**config.mk**
```make
export PLATFORM = sky130hd
export DESIGN_NAME = newton_square_root
export DESIGN_NICKNAME = d
export VERILOG_FILES = /design/src/design/nsqrt_pkg.sv /design/src/design/newton_square_root.sv /design/src/design/nsqrt_div.sv
export SDC_FILE = /design/constraint.sdc
export NUM_CORES = 1
export LEC_CHECK = 0
export BUFFER_PORTS_ARGS = -buffer_cell sky130_fd_sc_hd__buf_4
export CORE_UTILIZATION = 55
export DETAILED_ROUTE_END_ITERATION = 10
export PLACE_DENSITY = 0.77
export SLEW_MARGIN = 30
export SYNTH_ARGS = -nofsm -noshare
export SYNTH_HDL_FRONTEND = slang
export SYNTH_SLANG_ARGS = --single-unit
```
**constraint.sdc**
```tcl
create_clock -name clk -period 6 [get_ports clk]
set_input_delay 1.2 -clock clk [delete_from_list [all_inputs] [get_ports clk]]
set_output_delay 1.2 -clock clk [all_outputs]
set_load 0.01 [all_outputs]
```
**src/design/nsqrt_pkg.sv**
```systemverilog
package nsqrt_pkg;

	localparam int FRAC_BITS  = 16;
	localparam int RADICAND_W = 32;
	localparam int ROOT_W     = 25;
	localparam int ITER_W     = 6;
	localparam int TOL_W      = 5;

	localparam int DIVIDEND_W = RADICAND_W + FRAC_BITS;
	localparam int GUESS_W    = RADICAND_W + 1;
	localparam int CNT_W      = $clog2(DIVIDEND_W + 1);

	localparam int IN_DATA_W  = RADICAND_W;
	localparam int OUT_DATA_W = ((ROOT_W + ITER_W + 1 + 7) / 8) * 8;

	localparam int CFG_INDEX_W = 1;
	localparam int CFG_DATA_W  = ITER_W;

	localparam logic [CFG_INDEX_W-1:0] REG_TOLERANCE_SHIFT = 1'b0;
	localparam logic [CFG_INDEX_W-1:0] REG_MAX_ITERATIONS  = 1'b1;

	localparam logic [TOL_W-1:0]  TOL_RESET      = TOL_W'(17);
	localparam logic [ITER_W-1:0] MAX_ITER_RESET = ITER_W'(32);

	localparam logic [GUESS_W-1:0] GUESS_ONE = GUESS_W'(1) << FRAC_BITS;
	localparam logic [ROOT_W-1:0]  ROOT_MAX  = {ROOT_W{1'b1}};

	typedef enum logic [2:0] {
		ST_IDLE,
		ST_START,
		ST_DIVIDE,
		ST_UPDATE,
		ST_CHECK,
		ST_PUBLISH
	} state_t;

	typedef struct packed {
		logic                  start;
		logic [DIVIDEND_W-1:0] dividend;
		logic [GUESS_W-1:0]    divisor;
	} div_req_t;

endpackage

```
**src/design/newton_square_root.sv**
```systemverilog
// Square root of an unsigned Q16.16 radicand by Newton iteration, starting from a guess of 1.0
// and stopping once a step changes the guess by no more than the guess shifted right by
// tolerance_shift, or after max_iterations steps (0 acts as 1); not_converged is raised when the
// last step missed that bound. A zero radicand is published without any Newton step.
// Otherwise each Newton step runs the shared restoring divider, which yields one quotient
// bit per cycle over the 48-bit dividend. One item is worked on at a time; the next is
// taken while the previous result waits on the output.
module newton_square_root (
	input  logic                                clk,
	input  logic                                arst_n,
	input  logic                                s_tvalid,
	output logic                                s_tready,
	input  logic [nsqrt_pkg::IN_DATA_W-1:0]     s_tdata,   // radicand
	output logic                                m_tvalid,
	input  logic                                m_tready,
	output logic [nsqrt_pkg::OUT_DATA_W-1:0]    m_tdata,   // root, iterations_used, not_converged
	input  logic                                cfg_we,
	input  logic [nsqrt_pkg::CFG_INDEX_W-1:0]   cfg_index,
	input  logic [nsqrt_pkg::CFG_DATA_W-1:0]    cfg_data
);
	import nsqrt_pkg::*;

	state_t state_q;
	state_t state_d;

	logic [TOL_W-1:0]      tol_q;
	logic [ITER_W-1:0]     max_iter_q;

	logic [RADICAND_W-1:0] x_q;
	logic [GUESS_W-1:0]    y_q;
	logic [GUESS_W-1:0]    old_y_q;
	logic [ITER_W-1:0]     steps_q;
	logic [ITER_W-1:0]     limit_q;
	logic                  conv_q;

	logic                  m_tvalid_q;
	logic [OUT_DATA_W-1:0] m_tdata_q;

	div_req_t              div_req;
	logic                  div_done;
	logic [DIVIDEND_W-1:0] div_quot;

	logic                  in_fire;
	logic                  publish;
	logic [DIVIDEND_W:0]   sum;
	logic [GUESS_W-1:0]    diff;
	logic                  met;
	logic [ROOT_W-1:0]     root_sat;

	nsqrt_div u_div (
		.clk      (clk),
		.arst_n   (arst_n),
		.req      (div_req),
		.done     (div_done),
		.quotient (div_quot)
	);

	always_ff @(posedge clk or negedge arst_n) begin
		if (!arst_n) begin
			tol_q      <= TOL_RESET;
			max_iter_q <= MAX_ITER_RESET;
		end else if (cfg_we) begin
			unique case (cfg_index)
				REG_TOLERANCE_SHIFT: tol_q      <= cfg_data[TOL_W-1:0];
				REG_MAX_ITERATIONS:  max_iter_q <= cfg_data;
			endcase
		end
	end

	always_comb begin
		sum      = {1'b0, div_quot} + (DIVIDEND_W + 1)'(y_q);
		diff     = (y_q > old_y_q) ? (y_q - old_y_q) : (old_y_q - y_q);
		met      = diff <= (y_q >> tol_q);
		root_sat = (y_q > GUESS_W'(ROOT_MAX)) ? ROOT_MAX : y_q[ROOT_W-1:0];
		in_fire  = s_tvalid && s_tready;
		publish  = (state_q == ST_PUBLISH) && (!m_tvalid_q || m_tready);
	end

	always_comb begin
		state_d = state_q;
		unique case (state_q)
			ST_IDLE: begin
				if (in_fire) begin
					state_d = (s_tdata[RADICAND_W-1:0] == '0) ? ST_PUBLISH : ST_START;
				end
			end
			ST_START: state_d = ST_DIVIDE;
			ST_DIVIDE: begin
				if (div_done) begin
					state_d = ST_UPDATE;
				end
			end
			ST_UPDATE: state_d = ST_CHECK;
			ST_CHECK: begin
				state_d = (met || steps_q == limit_q) ? ST_PUBLISH : ST_START;
			end
			ST_PUBLISH: begin
				if (publish) begin
					state_d = ST_IDLE;
				end
			end
			default: state_d = ST_IDLE;
		endcase
	end

	always_comb begin
		s_tready         = state_q == ST_IDLE;
		div_req.start    = state_q == ST_START;
		div_req.dividend = {x_q, FRAC_BITS'(0)};
		div_req.divisor  = (y_q == '0) ? GUESS_W'(1) : y_q;
	end

	always_ff @(posedge clk or negedge arst_n) begin
		if (!arst_n) begin
			state_q    <= ST_IDLE;
			m_tvalid_q <= 1'b0;
		end else begin
			state_q <= state_d;
			if (publish) begin
				m_tvalid_q <= 1'b1;
			end else if (m_tready) begin
				m_tvalid_q <= 1'b0;
			end
		end
	end

	always_ff @(posedge clk) begin
		if (in_fire) begin
			x_q     <= s_tdata[RADICAND_W-1:0];
			steps_q <= '0;
			limit_q <= (max_iter_q == '0) ? ITER_W'(1) : max_iter_q;
			if (s_tdata[RADICAND_W-1:0] == '0) begin
				y_q    <= '0;
				conv_q <= 1'b1;
			end else begin
				y_q    <= GUESS_ONE;
				conv_q <= 1'b0;
			end
		end
		if (state_q == ST_UPDATE) begin
			old_y_q <= y_q;
			y_q     <= sum[GUESS_W:1];
			steps_q <= steps_q + ITER_W'(1);
		end
		if (state_q == ST_CHECK) begin
			conv_q <= met;
		end
		if (publish) begin
			m_tdata_q <= OUT_DATA_W'({!conv_q, steps_q, root_sat});
		end
	end

	assign m_tvalid = m_tvalid_q;
	assign m_tdata  = m_tdata_q;

`ifndef SYNTHESIS
	a_div_done_in_divide: assert property (@(posedge clk) disable iff (!arst_n)
		div_done |-> state_q == ST_DIVIDE)
		else $error("divider finished outside the divide phase");

	a_steps_within_limit: assert property (@(posedge clk) disable iff (!arst_n)
		state_q == ST_CHECK |-> steps_q != '0 && steps_q <= limit_q)
		else $error("step count outside the limit");

	a_zero_guess_no_steps: assert property (@(posedge clk) disable iff (!arst_n)
		state_q == ST_PUBLISH && y_q == '0 |-> steps_q == '0 && conv_q)
		else $error("zero root after Newton steps");

	a_publish_from_check: assert property (@(posedge clk) disable iff (!arst_n)
		$rose(state_q == ST_PUBLISH) |->
			$past(state_q) == ST_CHECK || $past(state_q) == ST_IDLE)
		else $error("result published from an unexpected phase");
`endif

endmodule

```
**src/design/nsqrt_div.sv**
```systemverilog
module nsqrt_div (
	input  logic                            clk,
	input  logic                            arst_n,
	input  nsqrt_pkg::div_req_t             req,
	output logic                            done,
	output logic [nsqrt_pkg::DIVIDEND_W-1:0] quotient
);
	import nsqrt_pkg::*;

	logic [GUESS_W-1:0]    rem_q;
	logic [GUESS_W-1:0]    den_q;
	logic [DIVIDEND_W-1:0] quo_q;
	logic [CNT_W-1:0]      cnt_q;
	logic                  busy_q;
	logic                  done_q;

	logic [GUESS_W:0]      trial;
	logic [GUESS_W:0]      trial_sub;
	logic                  fits;

	always_comb begin
		trial     = {rem_q, quo_q[DIVIDEND_W-1]};
		trial_sub = trial - {1'b0, den_q};
		fits      = trial >= {1'b0, den_q};
	end

	always_ff @(posedge clk or negedge arst_n) begin
		if (!arst_n) begin
			busy_q <= 1'b0;
			done_q <= 1'b0;
			cnt_q  <= '0;
		end else begin
			done_q <= 1'b0;
			if (req.start) begin
				busy_q <= 1'b1;
				cnt_q  <= CNT_W'(DIVIDEND_W);
			end else if (busy_q) begin
				cnt_q <= cnt_q - CNT_W'(1);
				if (cnt_q == CNT_W'(1)) begin
					busy_q <= 1'b0;
					done_q <= 1'b1;
				end
			end
		end
	end

	always_ff @(posedge clk) begin
		if (req.start) begin
			rem_q <= '0;
			den_q <= req.divisor;
			quo_q <= req.dividend;
		end else if (busy_q) begin
			rem_q <= fits ? trial_sub[GUESS_W-1:0] : trial[GUESS_W-1:0];
			quo_q <= {quo_q[DIVIDEND_W-2:0], fits};
		end
	end

	assign done     = done_q;
	assign quotient = quo_q;

endmodule

```
## Word-level counts from Yosys, hierarchy flattened

Index checks and enable logic that the tools add are counted.

| word-level totals | value |
|---|---|
| register bits | 280 |
| latch bits | 0 |
| bits in writable memories | 0 |
| bits in read-only memories | 0 |
| memories | 0 |

| cells by class | value |
|---|---|
| $add $sub $neg | 6 |
| multipliers | 0 |
| divide/modulo/power cells | 0 |
| magnitude comparators | 4 |
| equality and inequality tests | 10 |
| shift operators | 1 |
| mux-type cells | 28 |
| bitwise gates (word level) | 1 |
| reduce and logical (&&, ||, !) cells | 17 |

Operators with widths:

| kind | number |
|---|---|
| two-way mux 33 bit | 4 |
| subtractor 33 bit | 3 |
| two-way mux 48 bit | 2 |
| adder 34 x 33 -> 34 bit | 1 |
| >= comparator 34 x 33 -> 1 bit | 1 |
| greater-than comparator 33 x 25 -> 1 bit, second input constant | 1 |
| greater-than comparator 33 bit | 1 |
| <= comparator 33 bit | 1 |
| logical NOT 33 bit | 1 |
| right shift 33 x 5 -> 33 bit | 1 |
| logical NOT 32 bit | 1 |
| two-way mux 6 bit | 4 |
| case mux 3 bit (6 select lines) | 1 |
| two-way mux 17 bit | 1 |
| two-way mux 3 bit | 5 |
| two-way mux 1 bit | 11 |
| nonzero test 2 bit | 4 |
| adder 6 x 1 -> 6 bit, second input constant | 1 |
| == test 3 x 2 -> 1 bit, second input constant | 2 |
| == test 3 bit, second input constant | 2 |
| == test 6 x 1 -> 1 bit, second input constant | 1 |
| == test 6 bit | 1 |
| logical NOT 6 bit | 1 |
| subtractor 6 x 1 -> 6 bit, second input constant | 1 |
| other kinds (10) | 15 |

## Depth between registers and ports, before layout

Gate-level depths: netlist of the first run.

| depth | value |
|---|---|
| depth after elaboration | 6 |
| mapped depth | 24 |

## Modules after synthesis

A second synthesis of the first run with hierarchy kept.

| second synthesis, totals | value |
|---|---|
| cells, all modules | 2095 |
| area total of the unflattened synthesis | 20141.8 sq um |

By module, submodules not included:

| module | times used | cells each | area each (sq um) | sequential area each (sq um) |
|---|---|---|---|---|
| newton_square_root | 1 | 1462 | 13366.6 | 4673.2 |
| nsqrt_div | 1 | 633 | 6775.2 | 3293.2 |

## Worst setup path after synthesis of the first run

Ideal clock, no wire load.

| timing | value |
|---|---|
| path type | register -> register |
| start point | register y_q[1] |
| end point | register conv_q, data pin |
| setup time | 260 ps |
| data arrival time | 4335 ps |
| required time | 5740 ps |
| path slack | 1405 ps |
| stages on the path, launching flop included | 21 |
| path through | edfxtp_1 > inv_1 > ha_1 > nor2b_1 > o2111ai_1 > a31oi_1 > or3b_4 > a21oi_4 > mux2_4 > a32o_2 > a2111oi_4 > and4b_1 > ha_1 > nand4_1 > nor2_1 > and3_1 > nand4_1 > nand2_1 > o21ai_0 > a41oi_1 > mux2_2 |

| between the ends | value |
|---|---|
| word-level cells in the longest chain between the ends | 4 |
| elaborated cells on any way between the ends | 7 |
| those cells by class | add/sub: 2; order compare: 2; shift: 1; mux: 2 |

Ends and longest elaborated chain:

| what | RTL line | text |
|---|---|---|
| start: declaration | newton_square_root.sv:30 | `logic [GUESS_W-1:0] y_q;` |
| start signal: assignment | newton_square_root.sv:142 | `y_q <= sum[GUESS_W:1];` |
| subtractor 33 bit or greater-than comparator 33 bit (tied branches) | newton_square_root.sv:72 | `diff = (y_q > old_y_q) ? (y_q - old_y_q) : (old_y_q - y_q);` |
| two-way mux 33 bit | newton_square_root.sv:72 |  |
| <= comparator 33 bit (*) | newton_square_root.sv:73 | `met = diff <= (y_q >> tol_q);` |
| two-way mux 1 bit (*) | newton_square_root.sv:145 | `if (state_q == ST_CHECK) begin` |
| end signal: assignment | newton_square_root.sv:146 | `conv_q <= met;` |
| end: declaration | newton_square_root.sv:34 | `logic conv_q;` |

Mark *: on every way between the ends. The rest lies on a longest branch, timed or not.
A chain may end at the register's enable or synchronous reset.

## Worst setup path in the final report of the first run

| timing | value |
|---|---|
| start point | register y_q[24] |
| end point | register conv_q, data pin |

Same word-level chain as after synthesis.

==> flow_summary.yaml, run 1 <==
detailed_routing:
  drt_first_pass_iters: 6
  ant_nets: 0
  vias: 17200
  wl_per_cell_um: 21.2
  drt-total-wl_um: 57700
  via_per_inst: 6.31
  drt_iter0_markers: 1727
  drcViolationCount: 0
cts:
  clk_pin_slew_ns: 0.06
  cts_buffer_depth: 3
  clock_latency_ns: 0.56
  cts_buffers: 34
  cts_hold_buf: 0
  post_cts_resized: 0
  htreeDepth: 2
  cts_tree: "done"
  cts-root-buf: "clkbuf_16"
  post-cts-setup-buffer-count: 0
  clkSinkCount: 280
power_and_ir_drop:
  p_sw_uw: 998
  vdd_ir_drop_max_uv: 235
  p_leak_nw: 9.60
  finalPower_mw: 4.44
  p_comb_frac: 0.054
  power_density_nw_per_um2: 200
  power.share.clock: 0.470
  p_seq_frac: 0.477
  p_int_mw: 3.44
  p_sw_frac: 0.225
global_routing:
  grt_max_degree: 91
  track_usage: 0.306
  grt_pass1_wl_um: 90700
  antenna_found_initial: 0
  grt_pass1_vias: 16300
  overflow: 0
logic_synthesis:
  netlist.area_leader.share: 0.309
  synth_fp_nets: 2441
  synth_top_flop_cell: "edfxtp_1"
  syn_area_um2: 20200
  yosysTopAreaCell: "edfxtp_1"
  synthTopCellsByArea: "edfxtp_1 (31%), ha_1 (10%), dfxtp_1 (4.9%), nand2_1 (4.8%), a21oi_1 (3.6%)"
  yosysUniqueCellTypes: 90
  synthCells: 2227
  ys_seq_area_frac: 0.387
  syn_avg_cell_area_um2: 9.07
  synth_seq_cells: 280
  async_flop_share: 0.0821
  synth_edf_count: 208
  synth_warnings: 0
sta:
  report.final.slew_viol_count: 0
  hold_ws_ns: 0.465
  finalSetupViolations: 0
  hold_violations: 0
  final.setup.tns_ns: 0
  rsz0062_at_grt: "no"
  fmax_mhz: 175
  relSlewSlack: 0.373
  skew_ns: 0.0271
  fin_crit_sh: 0.953
  post-route-min-period_ns: 5.72
  setup_ws_ns: 0.282
  worst_slew_pin_slew_ns: 0.940
place:
  dpl.hpwl_um: 42400
  pre_cts_ws_ns: 0.507
  globalplace.congestion: 1.01
  io_buffer_count: 77
  dpl-instance-area_um2: 21100
hold_path:
  min_path_type: "flop to flop"
die:
  dieArea_um2: 37500
  io_pins: 78
  die_x_um: 194
  initial_core_util: 0.564
  row_count: 69
  core_um2: 35800
  dieHeight_um: 194
critical_path:
  cpPeakStageDelay_ns: 0.62
  path_max_fanout: 15
  crit_chain: "inv_1, ha_1, nand4_1, nor3_1, nand3_1, nand2_1, o21a_1, buf_4, mux2i_1, a31oi_1, xnor2_1, ha_1, nand4_1, or2_2, nor2_1, o211ai_1, nand3_1, a41oi_1, buf_4, mux2_2"
  end_kind: "flop"
  arrival_ns: 6.02
  cpMaxStageDelayCell: "edfxtp_1"
  crit_type: "flop to flop"
  cp-start-kind: "flop"
  required_ns: 6.30
run_status:
  outcome: "complete, no violations"
layout:
  final_cell_area_um2: 22200
  drive_above_1_share: 0.104
  antenna_cells: 0
  area_delta_synth_final_pct: 9.83
  fin_nets: 2446
flow_run:
  drv_cap: 0
==> metrics by stage <==
step	instances	util
3_5_place_dp	2657	0.588
3_3_place_gp	2657	0.588
2_1_floorplan	2227	-
5_1_grt	2719	0.619
6_report	2719	0.619
4_1_cts	2719	0.619
==> worst max-delay path: cells and delay by family, from the launching register on <==
kind,cells,cell delay [ns]
DFF,1,0.62
adders and majority gates,2,0.84
and+or+nand+nor,8,1.86
buffers and inverters,3,0.71
AOI/OAI and AO/OA,4,0.80
xor gates and xnor gates,1,0.15
muxes,2,0.48
==> worst paths after layout <==
| path | start | end | slack (ns) | depth (start not counted) |
|---|---|---|---|---|
| hold reg to reg | max_iter_q[2] | limit_q[2] | 0.46 | 0 |
| hold / removal | max_iter_q[2] | limit_q[2] | 0.46 | 0 |
| min in group asynchronous | arst_n | u_div.busy_q | 0.54 | 1 |
| max in group asynchronous | arst_n | max_iter_q[5] | 5.15 | 1 |
| setup / recovery | y_q[24] | conv_q | 0.28 | 20 |
| setup reg to reg | y_q[24] | conv_q | 0.28 | 20 |
==> kinds of logic after synthesis <==
kind of cell,after synthesis,synth area share
mux,102,0.0602
xor+xnor,84,0.0364
simple gates,727,0.170
buf+inv,299,0.0584
flops,280,0.387
fa+ha+maj,170,0.107
compound gates,565,0.182
==> layer usage <==
| metal | part of all wire | track usage | wire (um) | vias up |
|---|---|---|---|---|
| met5 | 0 | 0 | 0 | - |
| met4 | 0.038 | 0.127 | 2200 | 0 |
| met3 | 0.073 | 0.0437 | 4230 | 134 |
| met2 | 0.45 | 0.475 | 25800 | 773 |
| met1 | 0.44 | 0.429 | 25500 | 8175 |
| li1 | - | - | - | 8076 |
==> power by group through the flow <==
stage               clock [mW]  combinational [mW]  sequential, mW
floorplan                    0               0.193            2.12
global placement             0               0.227            2.15
detailed placement           0               0.232            2.15
CTS                       2.11               0.234            2.11
global route              2.18               0.259            2.12
finish                    2.08               0.238            2.12
==> Yosys cell counts (25+ instances only) <==
library cell  number
a21oi_1          145
mux2i_1           69
ha_1             166
o21ai_0          121
dfxtp_1           49
nand2_1          259
nor3_1            36
a31oi_1           46
clkbuf_1         116
xnor2_1           55
nand4_1           27
xor2_1            29
inv_1            148
edfxtp_1         208
and3_1            25
nor2_1           151
nand3_1          101
a21o_1            80
==> cell usage in the layout, fill, tap and decap left out, types with 7 or more instances in the layout <==
master	count
a21oi_1	144
nor3b_1	7
a21o_1	79
dfxtp_1	49
nor2b_1	22
clkbuf_1	12
dfrtp_1	19
o21ai_1	7
a211oi_1	24
o211ai_1	17
and3_1	25
xnor2_1	55
edfxtp_1	208
inv_1	146
o21bai_1	12
nor3_1	36
mux2i_1	69
xor2_1	29
clkbuf_16	34
mux4_2	13
nor4_1	18
ha_1	166
o21a_1	23
nand3_1	101
buf_4	118
nand4_1	27
nor2_1	151
a31oi_1	46
and2_1	14
o21ai_0	121
or3_1	7
mux2_2	18
nand2b_1	23
nand2_1	259
==> state kept, by name, summed over array words and instances (netlist names) <==
signal	cells
old_y_q	33
state_q	3
u_div.cnt_q	6
limit_q	6
steps_q	6
m_tvalid	1
u_div.den_q	33
conv_q	1
u_div.done	1
x_q	32
u_div.busy_q	1
u_div.quotient	48
u_div.rem_q	33
y_q	33
max_iter_q	6
m_tdata	32
tol_q	5
==> cell type report <==
cell class / instances / area [um^2]
Clock inverter: 14 / 188
Sequential cell: 280 / 7810
Tap cell: 461 / 577
Timing Repair Buffer: 118 / 886
Multi-Input combinational cell: 1648 / 11200
Inverter: 150 / 563
Clock buffer: 48 / 923
Fill cell: 3006 / 13600
Power figures use the tool's default switching activity.
==> run 2, diff against run 1 <==
Settings changed: ABC_AREA from default to 1, CORE_UTILIZATION 55 to 39, PLACE_DENSITY 0.77 to 0.59, SETUP_SLACK_MARGIN from default to 0.4.
==> run 2 against run 1 <==
  * Sequential share of layout area fell by 3.3 points
  * Cell count rose by 44%
  * First-iteration DRC count grew 6.7%
  * Hold slack improved by 0.0021 ns
  * Register-to-register slack gained 0.70 ns
  * Critical path type unchanged
  * Largest cell class unchanged
==> flow_summary.yaml, run 2 <==
logic_synthesis:
  ys_seq_area_frac: 0.353
  syn_area_um2: 22100
  yosysUniqueCellTypes: 57
  syn_avg_cell_area_um2: 7.10
  yosysMostFrequentCell: "nand2_1"
  synth_top_flop_cell: "edfxtp_1"
  synth_seq_cells: 280
  synthTopCellsByArea: "edfxtp_1 (28%), nand2_1 (17%), ha_1 (9.4%), inv_1 (7.5%), dfxtp_1 (4.4%)"
  synthCells: 3114
  synth_warnings: 0
  synth_fp_nets: 3328
  async_flop_share: 0.0821
  synth_edf_count: 208
  netlist.area_leader.share: 0.282
  yosysTopAreaCell: "edfxtp_1"
  ys_top_cells_by_count: "nand2_1 (1011), inv_1 (441), nor2_1 (227)"
die:
  row_count: 86
  dieArea_um2: 57700
  dieHeight_um: 240
  core_um2: 55500
  io_pins: 78
  initial_core_util: 0.398
  die_x_um: 240
critical_path:
  crit_path_start: "y_q[20]"
  cp-start-kind: "flop"
  crit_type: "flop to flop"
  rr_worst_depth: 22
  arrival_ns: 5.38
  reg2reg_from: "y_q[20]"
  path_max_fanout: 33
  required_ns: 6.36
  end_kind: "flop"
global_routing:
  grt_max_degree: 69
  antenna_found_initial: 0
  track_usage: 0.268
  grt_pass1_wl_um: 116000
  grt_pass1_vias: 19200
  overflow: 0
place:
  globalplace.congestion: 0.989
  dpl.hpwl_um: 62700
  placed_cells: 3857
  dpl-instance-area_um2: 23400
  io_buffer_count: 77
sta:
  finalSetupViolations: 0
  report.final.slew_viol_count: 0
  fmax_mhz: 199
  final.setup.tns_ns: 0
  rsz0062_at_grt: "no"
  worst_slew_pin_slew_ns: 0.930
  post-route-min-period_ns: 5.02
  hold_ws_ns: 0.467
  fin_crit_sh: 0.836
  hold_violations: 0
  relSlewSlack: 0.380
  skew_ns: 0.0191
cts:
  cts_buffer_depth: 3
  post-cts-setup-buffer-count: 0
  htreeDepth: 1
  clk_pin_slew_ns: 0.07
  cts_buffers: 31
  cts-root-buf: "clkbuf_16"
  clock_latency_ns: 0.60
  cts_hold_buf: 0
  clkSinkCount: 280
  cts_tree: "done"
layout:
  area_delta_synth_final_pct: 10.6
  mostFrequentLayoutCells: "nand2_1 (1011), inv_1 (441), nor2_1 (225)"
  mostFrequentLayoutCell: "nand2_1"
  largest_reg_flops: 48
  antenna_cells: 0
  n_fill_cell: 5790
  fin_nets: 3356
  final_cell_area_um2: 24500
  drive_above_1_share: 0.0748
  fin_cells: 3915
hold_path:
  hp-start: "max_iter_q[1]"
  min_delay_path_depth: 0
  min_path_type: "flop to flop"
detailed_routing:
  drt_first_pass_iters: 6
  wl_per_cell_um: 19.9
  via_per_inst: 5.27
  drt-total-wl_um: 78000
  drt_iter0_markers: 1843
  ant_nets: 0
  drcViolationCount: 0
  vias: 20600
run_status:
  outcome: "complete, no violations"
flow_run:
  drv_cap: 0
## run 2: changes by cell type after synthesis, sizes merged, moves of 33 or more
cell,before,now
nand2,260,1054
inv,149,445
nor2,151,239
a21o,80,7
o21ai,129,184
clkbuf,116,71
mux2i,69,26
a31oi,46,5
nand3b,6,45
a21oi,147,184
nand3,101,134
xnor2,55,22
## run 2: routing by layer
metal,GRT usage,wire length (um),vias to the layer above
li1,-,-,10200
met1,0.393,37200,9778
met3,0.0243,4360,75
met4,0.0531,1430,0
met5,0,0,-
met2,0.429,35000,639
## run 2: kinds of logic (layout without fill, tap and decap cells)
kind of cell             count (synthesis)  count (layout)  synth area share
AND/OR/NAND/NOR                       1554            1554             0.296
XOR/XNOR                                56              56            0.0222
adder cells (fa/ha/maj)                170             170            0.0976
AO/OA/AOI/OAI                          471             471             0.120
buffers and inverters                  556             609            0.0987
multiplexers                            27              27            0.0123
flip-flops                             280             280             0.353
## run 2: area by class of cell
type,count,area [um^2],share of cell area
clock inverters,19,254,0.0104
multi-input cells,2278,12200,0.497
clock buffers,39,846,0.0346
well taps,748,936,0.0383
flip-flops and latches,280,7810,0.319
repair buffers,103,773,0.0316
inverters,448,1690,0.0689
## run 2: stage by stage
step / setup WS, ns / utilization
6_report: 0.981 / 0.441
5_1_grt: 0.563 / 0.441
4_1_cts: 0.777 / 0.440
3_5_place_dp: 0.781 / 0.421
3_3_place_gp: 0.621 / 0.421
2_1_floorplan: 1.48 / -
## run 2: worst paths after layout
check	endpoint	slack [ns]
min in group asynchronous	u_div.done	0.50
max reg2reg	conv_q	0.98
max	conv_q	0.98
min	limit_q[1]	0.47
max in group asynchronous	max_iter_q[5]	5.19
min reg2reg	limit_q[1]	0.47
## run 2: critical path: stages (launching register included)
cell and delay, ns:
edfxtp_1 0.53, inv_1 0.19, ha_1 0.47, a21oi_1 0.38, o21ai_1 0.21, a21oi_1 0.20
nor2_1 0.07, nor2_2 0.16, nand2_1 0.09, nand2_2 0.52, nand2_1 0.12, nand2_1 0.11
inv_1 0.05, ha_1 0.28, nand2_1 0.08, nor2_1 0.19, nand2_1 0.09, nor4_2 0.48
nand2_1 0.11, nand2_1 0.08, nand2_1 0.16, nand2_1 0.13, nand2_1 0.05
## run 2: what timing repair did
item                                    CTS  global route
resized for setup                         0             1
endpoints found under the setup margin    0             2
endpoints found under the hold margin     0             0
Power of run 2 is left out: the tool's default activity adds up to more than one toggle a clock period on the data nets, which glitch-free logic cannot reach.
